==> src/hw/rtl/crlm_pkg.sv <==
// ----------------------------------------------------------------------------
// crlm_pkg
// Shared types and constants of the circular region log manager.
// ----------------------------------------------------------------------------
`default_nettype none

package crlm_pkg;

  // Operation codes carried in tuser
  localparam logic [1:0] OP_APPEND = 2'd0;
  localparam logic [1:0] OP_LOCATE = 2'd1;
  localparam logic [1:0] OP_FREE   = 2'd2;
  localparam logic [1:0] OP_CLEAR  = 2'd3;

  // Result status codes
  localparam logic [1:0] ST_OK       = 2'd0;
  localparam logic [1:0] ST_NO_SPACE = 2'd1;
  localparam logic [1:0] ST_INVALID  = 2'd2;
  localparam logic [1:0] ST_END      = 2'd3;

  // Register addresses (byte addresses on the APB port)
  localparam logic [2:0] REG_BASE_ADDRESS = 3'd0;
  localparam logic [2:0] REG_REGION_SIZE  = 3'd4;

  localparam logic [23:0] REGION_HDR       = 24'd8;
  localparam logic [16:0] RECORD_HDR       = 17'd3;
  localparam logic [23:0] REGION_SIZE_RST  = 24'd4096;

  typedef enum logic [2:0] {
    S_IDLE,
    S_READ,
    S_EVAL,
    S_MUL,
    S_EMIT
  } ctrl_state_t;

  typedef enum logic [3:0] {
    CMD_NONE,
    CMD_LOAD,
    CMD_READ,
    CMD_APP_OK,
    CMD_APP_GROW,
    CMD_APP_FAIL,
    CMD_LOC_HIT,
    CMD_LOC_NEXT,
    CMD_LOC_END,
    CMD_FREE_NEXT,
    CMD_FREE_DONE,
    CMD_CLR_WRITE,
    CMD_MUL,
    CMD_EMIT
  } dp_cmd_t;

  // Status from datapath to controller
  typedef struct packed {
    logic [1:0] op;
    logic       fits;
    logic       can_grow;
    logic       loc_hit;
    logic       loc_last;
    logic       free_last;
    logic       clr_last;
    logic       out_busy;
  } dp_status_t;

endpackage

`default_nettype wire

==> src/hw/rtl/circular_region_log_manager_unit.sv <==
// ----------------------------------------------------------------------------
// circular_region_log_manager_unit
// Ring allocator of equal flash log regions: append, locate, free, clear.
// ----------------------------------------------------------------------------
// Each transaction steps through the read, evaluate, multiply and emit states;
// append reads a second region when a new one is taken, locate and free
// space walk the ring one region per read/evaluate pair, and clear emits
// one result per region cleared. A stalled result holds the walk.
// Reset (synchronous, rst_n low) restores ring state and fill valid bits
// at once; no clearing pass.
`default_nettype none

module circular_region_log_manager_unit #(
  parameter int REGION_COUNT = 8
) (
  input  wire          clk,
  input  wire          rst_n,
  // fields from bit 0: length[15:0], data_sum[23:16], log_offset[50:24],
  // clear_count[57:51], zero pad
  input  wire  [63:0]  in_tdata,
  // operation[1:0]
  input  wire  [1:0]   in_tuser,
  input  wire          in_tvalid,
  output logic         in_tready,
  // fields from bit 0: status[1:0], flash_address[33:2], amount[64:34],
  // header_checksum[72:65], region_index[78:73], region_offset[102:79],
  // sequence_number[134:103], zero pad
  output logic [135:0] out_tdata,
  output logic         out_tlast,
  output logic         out_tvalid,
  input  wire          out_tready,
  input  wire          cfg_psel,
  input  wire          cfg_penable,
  input  wire          cfg_pwrite,
  input  wire  [2:0]   cfg_paddr,
  input  wire  [31:0]  cfg_pwdata,
  output logic [31:0]  cfg_prdata,
  output logic         cfg_pready
);

  logic [31:0] base_address_r;
  logic [23:0] region_size_r;

  // configuration registers
  assign cfg_pready = 1'b1;

  always_ff @(posedge clk) begin
    if (!rst_n) begin
      base_address_r <= '0;
      region_size_r  <= crlm_pkg::REGION_SIZE_RST;
    end else if (cfg_psel && cfg_penable && cfg_pwrite) begin
      if (cfg_paddr[2]) begin
        region_size_r <= cfg_pwdata[23:0];
      end else begin
        base_address_r <= cfg_pwdata;
      end
    end
  end

  always_comb begin
    case (cfg_paddr)
      crlm_pkg::REG_BASE_ADDRESS: cfg_prdata = base_address_r;
      crlm_pkg::REG_REGION_SIZE:  cfg_prdata = {8'd0, region_size_r};
      default:                    cfg_prdata = 32'd0;
    endcase
  end

  crlm_pkg::dp_cmd_t    cmd;
  crlm_pkg::dp_status_t st;

  logic [1:0]  o_status;
  logic [31:0] o_addr;
  logic [30:0] o_amount;
  logic [7:0]  o_csum;
  logic [5:0]  o_ridx;
  logic [23:0] o_roff;
  logic [31:0] o_seq;

  crlm_ctrl u_ctrl (
    .clk      (clk),
    .rst_n    (rst_n),
    .in_valid (in_tvalid),
    .in_ready (in_tready),
    .st       (st),
    .cmd      (cmd)
  );

  crlm_dp #(
    .REGION_COUNT (REGION_COUNT)
  ) u_dp (
    .clk                 (clk),
    .rst_n               (rst_n),
    .cmd                 (cmd),
    .st                  (st),
    .base_address        (base_address_r),
    .region_size         (region_size_r),
    .in_operation        (in_tuser),
    .in_length           (in_tdata[15:0]),
    .in_data_sum         (in_tdata[23:16]),
    .in_log_offset       (in_tdata[50:24]),
    .in_clear_count      (in_tdata[57:51]),
    .out_valid           (out_tvalid),
    .out_ready           (out_tready),
    .out_status          (o_status),
    .out_flash_address   (o_addr),
    .out_amount          (o_amount),
    .out_header_checksum (o_csum),
    .out_region_index    (o_ridx),
    .out_region_offset   (o_roff),
    .out_sequence_number (o_seq),
    .out_last            (out_tlast)
  );

  assign out_tdata = {1'b0, o_seq, o_roff, o_ridx, o_csum, o_amount, o_addr, o_status};

endmodule

`default_nettype wire

==> src/hw/rtl/crlm_ram.sv <==
// ----------------------------------------------------------------------------
// crlm_ram
// Generic single-write, single-read RAM with registered read data.
// ----------------------------------------------------------------------------
`default_nettype none

module crlm_ram #(
  parameter int WIDTH = 24,
  parameter int DEPTH = 8
) (
  input  wire                                   clk,
  input  wire                                   we,
  input  wire  [((DEPTH > 1) ? $clog2(DEPTH) : 1)-1:0] waddr,
  input  wire  [WIDTH-1:0]                      wdata,
  input  wire  [((DEPTH > 1) ? $clog2(DEPTH) : 1)-1:0] raddr,
  output logic [WIDTH-1:0]                      rdata
);

  logic [WIDTH-1:0] mem_r [DEPTH];

  always_ff @(posedge clk) begin
    if (we) begin
      mem_r[waddr] <= wdata;
    end
    rdata <= mem_r[raddr];
  end

endmodule

`default_nettype wire

==> src/hw/rtl/crlm_ctrl.sv <==
// ----------------------------------------------------------------------------
// crlm_ctrl
// Sequencer: walks the region ring one region per read/evaluate pair.
// ----------------------------------------------------------------------------
`default_nettype none

module crlm_ctrl (
  input  wire                   clk,
  input  wire                   rst_n,
  input  wire                   in_valid,
  output logic                  in_ready,
  input  crlm_pkg::dp_status_t  st,
  output crlm_pkg::dp_cmd_t     cmd
);

  crlm_pkg::ctrl_state_t state_r, state_nxt;

  always_ff @(posedge clk) begin
    if (!rst_n) begin
      state_r <= crlm_pkg::S_IDLE;
    end else begin
      state_r <= state_nxt;
    end
  end

  always_comb begin
    state_nxt = state_r;
    cmd       = crlm_pkg::CMD_NONE;
    in_ready  = 1'b0;
    case (state_r)
      crlm_pkg::S_IDLE: begin
        in_ready = 1'b1;
        if (in_valid) begin
          cmd       = crlm_pkg::CMD_LOAD;
          state_nxt = crlm_pkg::S_READ;
        end
      end
      crlm_pkg::S_READ: begin
        cmd       = crlm_pkg::CMD_READ;
        state_nxt = crlm_pkg::S_EVAL;
      end
      crlm_pkg::S_EVAL: begin
        state_nxt = crlm_pkg::S_MUL;
        case (st.op)
          crlm_pkg::OP_APPEND: begin
            if (st.fits) begin
              cmd = crlm_pkg::CMD_APP_OK;
            end else if (st.can_grow) begin
              cmd       = crlm_pkg::CMD_APP_GROW;
              state_nxt = crlm_pkg::S_READ;
            end else begin
              cmd = crlm_pkg::CMD_APP_FAIL;
            end
          end
          crlm_pkg::OP_LOCATE: begin
            if (st.loc_hit) begin
              cmd = crlm_pkg::CMD_LOC_HIT;
            end else if (st.loc_last) begin
              cmd = crlm_pkg::CMD_LOC_END;
            end else begin
              cmd       = crlm_pkg::CMD_LOC_NEXT;
              state_nxt = crlm_pkg::S_READ;
            end
          end
          crlm_pkg::OP_FREE: begin
            if (st.free_last) begin
              cmd = crlm_pkg::CMD_FREE_DONE;
            end else begin
              cmd       = crlm_pkg::CMD_FREE_NEXT;
              state_nxt = crlm_pkg::S_READ;
            end
          end
          default: begin
            cmd = crlm_pkg::CMD_CLR_WRITE;
          end
        endcase
      end
      crlm_pkg::S_MUL: begin
        cmd       = crlm_pkg::CMD_MUL;
        state_nxt = crlm_pkg::S_EMIT;
      end
      crlm_pkg::S_EMIT: begin
        // hold until the output register can take the result
        if (!st.out_busy) begin
          cmd = crlm_pkg::CMD_EMIT;
          if (st.op == crlm_pkg::OP_CLEAR && !st.clr_last) begin
            state_nxt = crlm_pkg::S_READ;
          end else begin
            state_nxt = crlm_pkg::S_IDLE;
          end
        end
      end
      default: begin
        state_nxt = crlm_pkg::S_IDLE;
      end
    endcase
  end

endmodule

`default_nettype wire

==> src/hw/rtl/crlm_dp.sv <==
// ----------------------------------------------------------------------------
// crlm_dp
// Datapath: ring state, fill RAM with valid bits, walk registers, result.
// ----------------------------------------------------------------------------
`default_nettype none

module crlm_dp #(
  parameter int REGION_COUNT = 8
) (
  input  wire                  clk,
  input  wire                  rst_n,
  input  crlm_pkg::dp_cmd_t    cmd,
  output crlm_pkg::dp_status_t st,
  input  wire  [31:0]          base_address,
  input  wire  [23:0]          region_size,
  input  wire  [1:0]           in_operation,
  input  wire  [15:0]          in_length,
  input  wire  [7:0]           in_data_sum,
  input  wire  [26:0]          in_log_offset,
  input  wire  [6:0]           in_clear_count,
  output logic                 out_valid,
  input  wire                  out_ready,
  output logic [1:0]           out_status,
  output logic [31:0]          out_flash_address,
  output logic [30:0]          out_amount,
  output logic [7:0]           out_header_checksum,
  output logic [5:0]           out_region_index,
  output logic [23:0]          out_region_offset,
  output logic [31:0]          out_sequence_number,
  output logic                 out_last
);

  localparam int IW = (REGION_COUNT > 1) ? $clog2(REGION_COUNT) : 1;
  localparam int CW = $clog2(REGION_COUNT + 1);
  localparam int SW = CW + 1;
  localparam int PW = IW + 24;

  // ring state
  logic [IW-1:0]           head_r;
  logic [CW-1:0]           used_r;
  logic [31:0]             nseq_r;
  logic [REGION_COUNT-1:0] valid_r;

  // per-item working registers
  logic [1:0]    op_r;
  logic [16:0]   rs_r;
  logic [7:0]    dsum_r;
  logic [27:0]   off_r;
  logic [CW-1:0] n_r;
  logic [CW-1:0] k_r;
  logic          grown_r;
  logic [30:0]   total_r;
  logic [30:0]   freed_r;
  logic [1:0]    stat_r;
  logic          addr_en_r;
  logic [IW-1:0] idx_r;
  logic          fvalid_r;
  logic [PW-1:0] prod_r;
  logic          out_valid_r;

  logic [23:0]   ram_rdata;
  logic          ram_we;
  logic [23:0]   ram_wdata;

  // ring position k -> physical region
  logic [SW-1:0] ring_sum;
  logic [SW-1:0] ring_wrap;
  logic [IW-1:0] ring_idx;
  assign ring_sum  = SW'(head_r) + SW'(k_r);
  assign ring_wrap = (ring_sum >= SW'(REGION_COUNT)) ? ring_sum - SW'(REGION_COUNT) : ring_sum;
  assign ring_idx  = ring_wrap[IW-1:0];

  // fill of the region just read; unwritten entries read as header only
  logic [23:0] fill_q;
  logic [23:0] free_q;
  assign fill_q = fvalid_r ? ram_rdata : crlm_pkg::REGION_HDR;
  assign free_q = (fill_q >= region_size) ? 24'd0 : region_size - fill_q;

  // locate walk arithmetic
  logic [27:0] off8;
  logic [27:0] rem;
  logic [28:0] off_end;
  assign off8    = off_r + 28'd8;
  assign rem     = off8 - 28'(fill_q);
  assign off_end = 29'(off8) + 29'(crlm_pkg::RECORD_HDR);

  logic [30:0] total_sum;
  assign total_sum = total_r + 31'(free_q);

  // clear count: zero or above ring size means all
  logic [CW-1:0] n_in;
  assign n_in = (in_clear_count == 7'd0 || in_clear_count > 7'(REGION_COUNT)) ?
                CW'(REGION_COUNT) : CW'(in_clear_count);

  // head advance and used count after a clear
  logic [SW-1:0] head_sum;
  logic [SW-1:0] head_wrap;
  assign head_sum  = SW'(head_r) + SW'(n_r);
  assign head_wrap = (head_sum >= SW'(REGION_COUNT)) ? head_sum - SW'(REGION_COUNT) : head_sum;

  // status to controller
  always_comb begin
    st.op        = op_r;
    st.fits      = (24'(rs_r) <= free_q);
    st.can_grow  = !grown_r && (used_r < CW'(REGION_COUNT));
    st.loc_hit   = (off8 < 28'(fill_q));
    st.loc_last  = (k_r + CW'(1) == used_r);
    st.free_last = (k_r == CW'(REGION_COUNT - 1));
    st.clr_last  = (k_r + CW'(1) == n_r);
    st.out_busy  = out_valid_r && !out_ready;
  end

  // fill memory write port
  assign ram_we    = (cmd == crlm_pkg::CMD_APP_OK) || (cmd == crlm_pkg::CMD_CLR_WRITE);
  assign ram_wdata = (cmd == crlm_pkg::CMD_APP_OK) ? fill_q + 24'(rs_r) : crlm_pkg::REGION_HDR;

  crlm_ram #(
    .WIDTH (24),
    .DEPTH (REGION_COUNT)
  ) u_fill_ram (
    .clk   (clk),
    .we    (ram_we),
    .waddr (idx_r),
    .wdata (ram_wdata),
    .raddr (ring_idx),
    .rdata (ram_rdata)
  );

  // header checksum of an append
  logic [7:0] csum;
  assign csum = 8'd0 - (rs_r[7:0] + rs_r[15:8] + dsum_r);

  // control state
  always_ff @(posedge clk) begin
    if (!rst_n) begin
      head_r      <= '0;
      used_r      <= CW'(1);
      nseq_r      <= 32'(REGION_COUNT);
      valid_r     <= '0;
      out_valid_r <= 1'b0;
    end else begin
      if (cmd == crlm_pkg::CMD_EMIT) begin
        out_valid_r <= 1'b1;
      end else if (out_ready) begin
        out_valid_r <= 1'b0;
      end
      if (ram_we) begin
        valid_r[idx_r] <= 1'b1;
      end
      case (cmd)
        crlm_pkg::CMD_APP_GROW: begin
          used_r <= used_r + CW'(1);
        end
        crlm_pkg::CMD_EMIT: begin
          if (op_r == crlm_pkg::OP_CLEAR) begin
            nseq_r <= nseq_r + 32'd1;
            if (st.clr_last) begin
              head_r <= head_wrap[IW-1:0];
              used_r <= (used_r <= n_r) ? CW'(1) : used_r - n_r;
            end
          end
        end
        default: begin
        end
      endcase
    end
  end

  // working registers
  always_ff @(posedge clk) begin
    case (cmd)
      crlm_pkg::CMD_LOAD: begin
        op_r      <= in_operation;
        rs_r      <= 17'(in_length) + crlm_pkg::RECORD_HDR;
        dsum_r    <= in_data_sum;
        off_r     <= 28'(in_log_offset);
        n_r       <= n_in;
        grown_r   <= 1'b0;
        total_r   <= '0;
        freed_r   <= '0;
        stat_r    <= crlm_pkg::ST_OK;
        addr_en_r <= 1'b0;
        k_r       <= (in_operation == crlm_pkg::OP_APPEND || in_operation == crlm_pkg::OP_FREE) ?
                     used_r - CW'(1) : '0;
      end
      crlm_pkg::CMD_READ: begin
        idx_r    <= ring_idx;
        fvalid_r <= valid_r[ring_idx];
      end
      crlm_pkg::CMD_APP_OK: begin
        off_r     <= 28'(fill_q);
        addr_en_r <= 1'b1;
      end
      crlm_pkg::CMD_APP_GROW: begin
        k_r     <= used_r;
        grown_r <= 1'b1;
      end
      crlm_pkg::CMD_APP_FAIL: begin
        stat_r <= crlm_pkg::ST_NO_SPACE;
      end
      crlm_pkg::CMD_LOC_HIT: begin
        off_r <= off8;
        if (off_end > 29'(region_size)) begin
          stat_r <= crlm_pkg::ST_INVALID;
        end else begin
          addr_en_r <= 1'b1;
        end
      end
      crlm_pkg::CMD_LOC_NEXT: begin
        off_r <= rem;
        k_r   <= k_r + CW'(1);
      end
      crlm_pkg::CMD_LOC_END: begin
        stat_r <= (rem == 28'd0 || rem == 28'(fill_q)) ? crlm_pkg::ST_END : crlm_pkg::ST_INVALID;
      end
      crlm_pkg::CMD_FREE_NEXT: begin
        total_r <= total_sum;
        k_r     <= k_r + CW'(1);
      end
      crlm_pkg::CMD_FREE_DONE: begin
        total_r <= (total_sum > 31'd3) ? total_sum - 31'd3 : '0;
      end
      crlm_pkg::CMD_CLR_WRITE: begin
        freed_r   <= freed_r + 31'(region_size);
        off_r     <= '0;
        addr_en_r <= 1'b1;
      end
      crlm_pkg::CMD_MUL: begin
        prod_r <= PW'(idx_r) * PW'(region_size);
      end
      crlm_pkg::CMD_EMIT: begin
        if (op_r == crlm_pkg::OP_CLEAR) begin
          k_r <= k_r + CW'(1);
        end
      end
      default: begin
      end
    endcase
  end

  // result register
  always_ff @(posedge clk) begin
    if (cmd == crlm_pkg::CMD_EMIT) begin
      out_status          <= stat_r;
      out_flash_address   <= addr_en_r ? base_address + 32'(prod_r) + 32'(off_r) : 32'd0;
      out_region_index    <= (op_r == crlm_pkg::OP_FREE) ? 6'd0 : 6'(idx_r);
      out_header_checksum <= (op_r == crlm_pkg::OP_APPEND && stat_r == crlm_pkg::ST_OK) ?
                             csum : 8'd0;
      out_region_offset   <= ((op_r == crlm_pkg::OP_APPEND || op_r == crlm_pkg::OP_LOCATE) &&
                              stat_r == crlm_pkg::ST_OK) ? off_r[23:0] : 24'd0;
      out_sequence_number <= (op_r == crlm_pkg::OP_CLEAR) ? nseq_r : 32'd0;
      out_last            <= (op_r == crlm_pkg::OP_CLEAR) ? st.clr_last : 1'b1;
      case (op_r)
        crlm_pkg::OP_APPEND: out_amount <= 31'(rs_r);
        crlm_pkg::OP_FREE:   out_amount <= total_r;
        crlm_pkg::OP_CLEAR:  out_amount <= st.clr_last ? freed_r : 31'd0;
        default:             out_amount <= 31'd0;
      endcase
    end
  end

  assign out_valid = out_valid_r;

endmodule

`default_nettype wire

==> config.mk <==
export PLATFORM = sky130hd
export DESIGN_NAME = circular_region_log_manager_unit
export DESIGN_NICKNAME = d
export VERILOG_FILES = /design/src/hw/rtl/crlm_pkg.sv /design/src/hw/rtl/circular_region_log_manager_unit.sv /design/src/hw/rtl/crlm_ram.sv /design/src/hw/rtl/crlm_ctrl.sv /design/src/hw/rtl/crlm_dp.sv
export SDC_FILE = /design/constraint.sdc
export NUM_CORES = 2
export LEC_CHECK = 0
export BUFFER_PORTS_ARGS = -buffer_cell sky130_fd_sc_hd__buf_2
export CAP_MARGIN = 20
export CELL_PAD_IN_SITES_DETAIL_PLACEMENT = 0
export CELL_PAD_IN_SITES_GLOBAL_PLACEMENT = 2
export CORE_AREA = 2 2 376 285
export CTS_CLUSTER_SIZE = 8
export DETAILED_ROUTE_END_ITERATION = 10
export DIE_AREA = 0 0 378 287
export HOLD_SLACK_MARGIN = 0.08
export PLACE_DENSITY_LB_ADDON = 0.1
export SYNTH_ARGS = -nofsm -noshare
export SYNTH_HDL_FRONTEND = slang
export SYNTH_SLANG_ARGS = --single-unit
==> constraint.sdc <==
create_clock -name clk -period 8.45 [get_ports clk]
set_clock_uncertainty 0.15 [all_clocks]
set_input_delay 0.4225 -clock clk [delete_from_list [all_inputs] [get_ports clk]]
set_output_delay 0.4225 -clock clk [all_outputs]
set_load 0.02 [all_outputs]
==> metrics.txt <==
max cap viols=0; Max VDD drop=around 0.00018 V; IO Pins=280; DRT Pass-1 Iters=5; post-synthesis simple-gate area fraction=around 16%; post-layout util=around 43%; Synth async-reset ratio=0%; max incr delay on CP=0.60 ns; Total Power=9.10 mW; Die W=about 380 um; Worst path slowest cell=edfxtp_1; cell area after synthesis=38500 um^2; area taken by multi-input logic gates=about 20000 um^2; top cells by area, synth=edfxtp_1, ha_1, dfxtp_1; final setup margin=~0.55 ns; Routed WL=~130000 um; initial core utilization=a little under two fifths; Core Area=about 100000 um^2; Worst-Margin Slew=between 1 and 1.5 ns; Rows=slightly above 100; vias=around 30000; H-tree levels=3; share of layout cells above drive strength 1=between 10 and 15%; final hold violation count=0; Tot GR Track Use=between 20% and 30%; Congestion Overflow GR=0; critical path required time=8.75 ns; path type of the worst setup path=flip-flop to flip-flop; area share of the largest cell type after synthesis=37.9%; Layout area overhead=18.3%; vias per inst=about 5.3; filler instances=roughly 10000; Final TNS setup=0 ns; final period utilization=slightly above 90%; post-synthesis cell type count=between 100 and 150; Synth area leader=edfxtp_1; clk_lat worst skew=approximately 0.70 ns; CTS tree=done; CP endpoint kind=flip-flop; die area=between 100000 and 150000 um^2; number of synthesized flops with an enable pin=approximately 490; Top FF cell, synth=edfxtp_1; antenna viol nets, final=0; largest family of logic cells by synthesized area=simple AND/OR/NAND/NOR gates; Sink Count=616; Worst Path Arrival=between 8 and 9 ns; Power Density=between 200 and 250 nW/um^2; Synth Instances=3719; top-count cell post-synth=edfxtp_1; Post-synth top cells=edfxtp_1, nand2_1, a21oi_1; Final setup viols=0; flops & latches, synth=616; Worst Hold Class=input port to flip-flop; placer congestion estimate=0.895; largest net degree at the start of global routing=between 60 and 70; run status=completed; post-synthesis mux area share=between 4 and 5%; Clock transition at path regs=0.06 ns; Final Max Slew Viols=0; Max Freq=around 130 MHz; first-pass GRT wire length=a little under 200000 um; RSZ-0062 raised after global routing=no; FF+latch area=17200 um^2; WL/cell=about 24 um; Lkg Pwr=between 15 and 20 nW; count of warnings emitted by yosys=0; Port Buf Inserts=between 200 and 300; Synth Area in Adders=around 11%; TritonCTS buffer count=87; Placement Setup Slack=approximately 0.65 ns; post-synthesis sequential area ratio=approximately 45%; CP max FO=24; Die Y=between 200 and 300 um; number of global-route vias before repair=approximately 29000; Synth Area in XOR/XNOR=6.46%; relative slew slack=between 20% and 30%; clock tree buffer depth=3; hpwl dp=between 90000 and 100000 um; Syn Area/Cell=10.3 um^2; nature of the critical path startpoint=flip-flop; drt drc=0; min Tclk post-route=between 7 and 8 ns; Root Driver=clkbuf_16; initial antenna violation count=5; starting DRC count in detailed routing=2388; post-synthesis compound-gate area fraction=approximately an eighth; Nets=4548
state kept, by name, indices dropped and copies added, names as in the netlist, 27 cells and up:
| register | count |
|---|---|
| u_dp.off_r | 28 |
| u_dp.freed_r | 31 |
| base_address_r | 32 |
| u_dp.total_r | 31 |
| u_dp.out_sequence_number | 32 |
| u_dp.nseq_r | 32 |
| u_dp.out_flash_address | 32 |
| u_dp.u_fill_ram.mem_r | 192 |
| u_dp.prod_r | 27 |
| u_dp.out_amount | 31 |
metal layers:
| metal | GRT usage [%] | up-vias | wire, um |
|---|---|---|---|
| li1 | - | 14400 | - |
| met1 | 37.7 | 14700 | 67100 |
| met2 | 35.2 | 863 | 55600 |
| met3 | 3.51 | 116 | 7570 |
| met4 | 4.31 | 0 | 2010 |
| met5 | 0 | - | 0 |
cell usage in the layout (no fill, tap or decap), types with 37 or more instances in the layout:
master and n:
nand4_1 43, clkbuf_1 66, and2_1 85, nand3_1 96
a21o_1 55, o21ai_0 113, dfxtp_1 131, a31oi_1 37
clkbuf_16 88, a21oi_1 252, dlygate4sd3_1 106, o21a_1 41
a22o_1 48, inv_1 216, mux4_2 50, xor2_1 105
fa_1 66, nor3_1 72, nor2_1 232, ha_1 237
buf_4 91, and3_1 92, nor2b_1 39, edfxtp_1 485
xnor2_1 176, nand2_1 441, buf_2 269
final cells by class:
type | instances | share of cell area [%]
antenna | 1 | 0.00550
clock buffer | 155 | 5.41
clock inverter | 7 | 0.286
inverter | 219 | 1.82
multi-input combinational | 2744 | 43.9
sequential | 616 | 37.8
tap | 1417 | 3.90
timing repair buffer | 468 | 6.90
kinds of logic after synthesis:
logic type               count (synthesis)
AO/OA/AOI/OAI                          771
XOR/XNOR                               283
adder cells (fa/ha/maj)                304
buffers and inverters                  362
flip-flops                             616
multiplexers                            93
other                                    2
AND/OR/NAND/NOR                       1288
metrics by stage:
step / cells / cell area (um^2) / hold slack, ns
2_1_floorplan: 3722 / 38500 / 0.265
3_3_place_gp: 5356 / 41800 / 0.285
3_5_place_dp: 5356 / 41800 / 0.294
4_1_cts: 5624 / 45500 / 0.179
5_1_grt: 5626 / 45500 / 0.221
6_report: 5627 / 45500 / 0.224
final timing paths:
check,startpoint,endpoint,slack (ns),cells past startpoint
hold reg to reg,u_dp.valid_r[7],u_dp.valid_r[7],0.31,2
setup reg to reg,u_dp.fvalid_r,u_dp.total_r[4],0.55,29
hold / removal,cfg_penable,region_size_r[17],0.22,5
setup / recovery,u_dp.fvalid_r,u_dp.total_r[4],0.55,29
report_power, final:
group	total, mW	switching (mW)	internal, mW
Clock	3.38	1.41	1.97
Combinational	2.16	1.33	0.837
Sequential	3.56	0.148	3.41
Total	9.10	2.88	6.22
critical path: cells and delay by family (launching register included):
kind                       cells  cell delay, ns
AOI/OAI and AO/OA             10            1.81
adders and majority gates      3            1.12
buffers and inverters          6            1.29
DFF                            1            0.60
and+or+nand+nor               10            2.65
timing repair:
action	CTS	global route
gates resized for setup	0	0
endpoints found under the hold margin	124	0
buffers inserted	0	0
hold buffers	106	0
No activity file was read; power rests on OpenSTA's default activity.
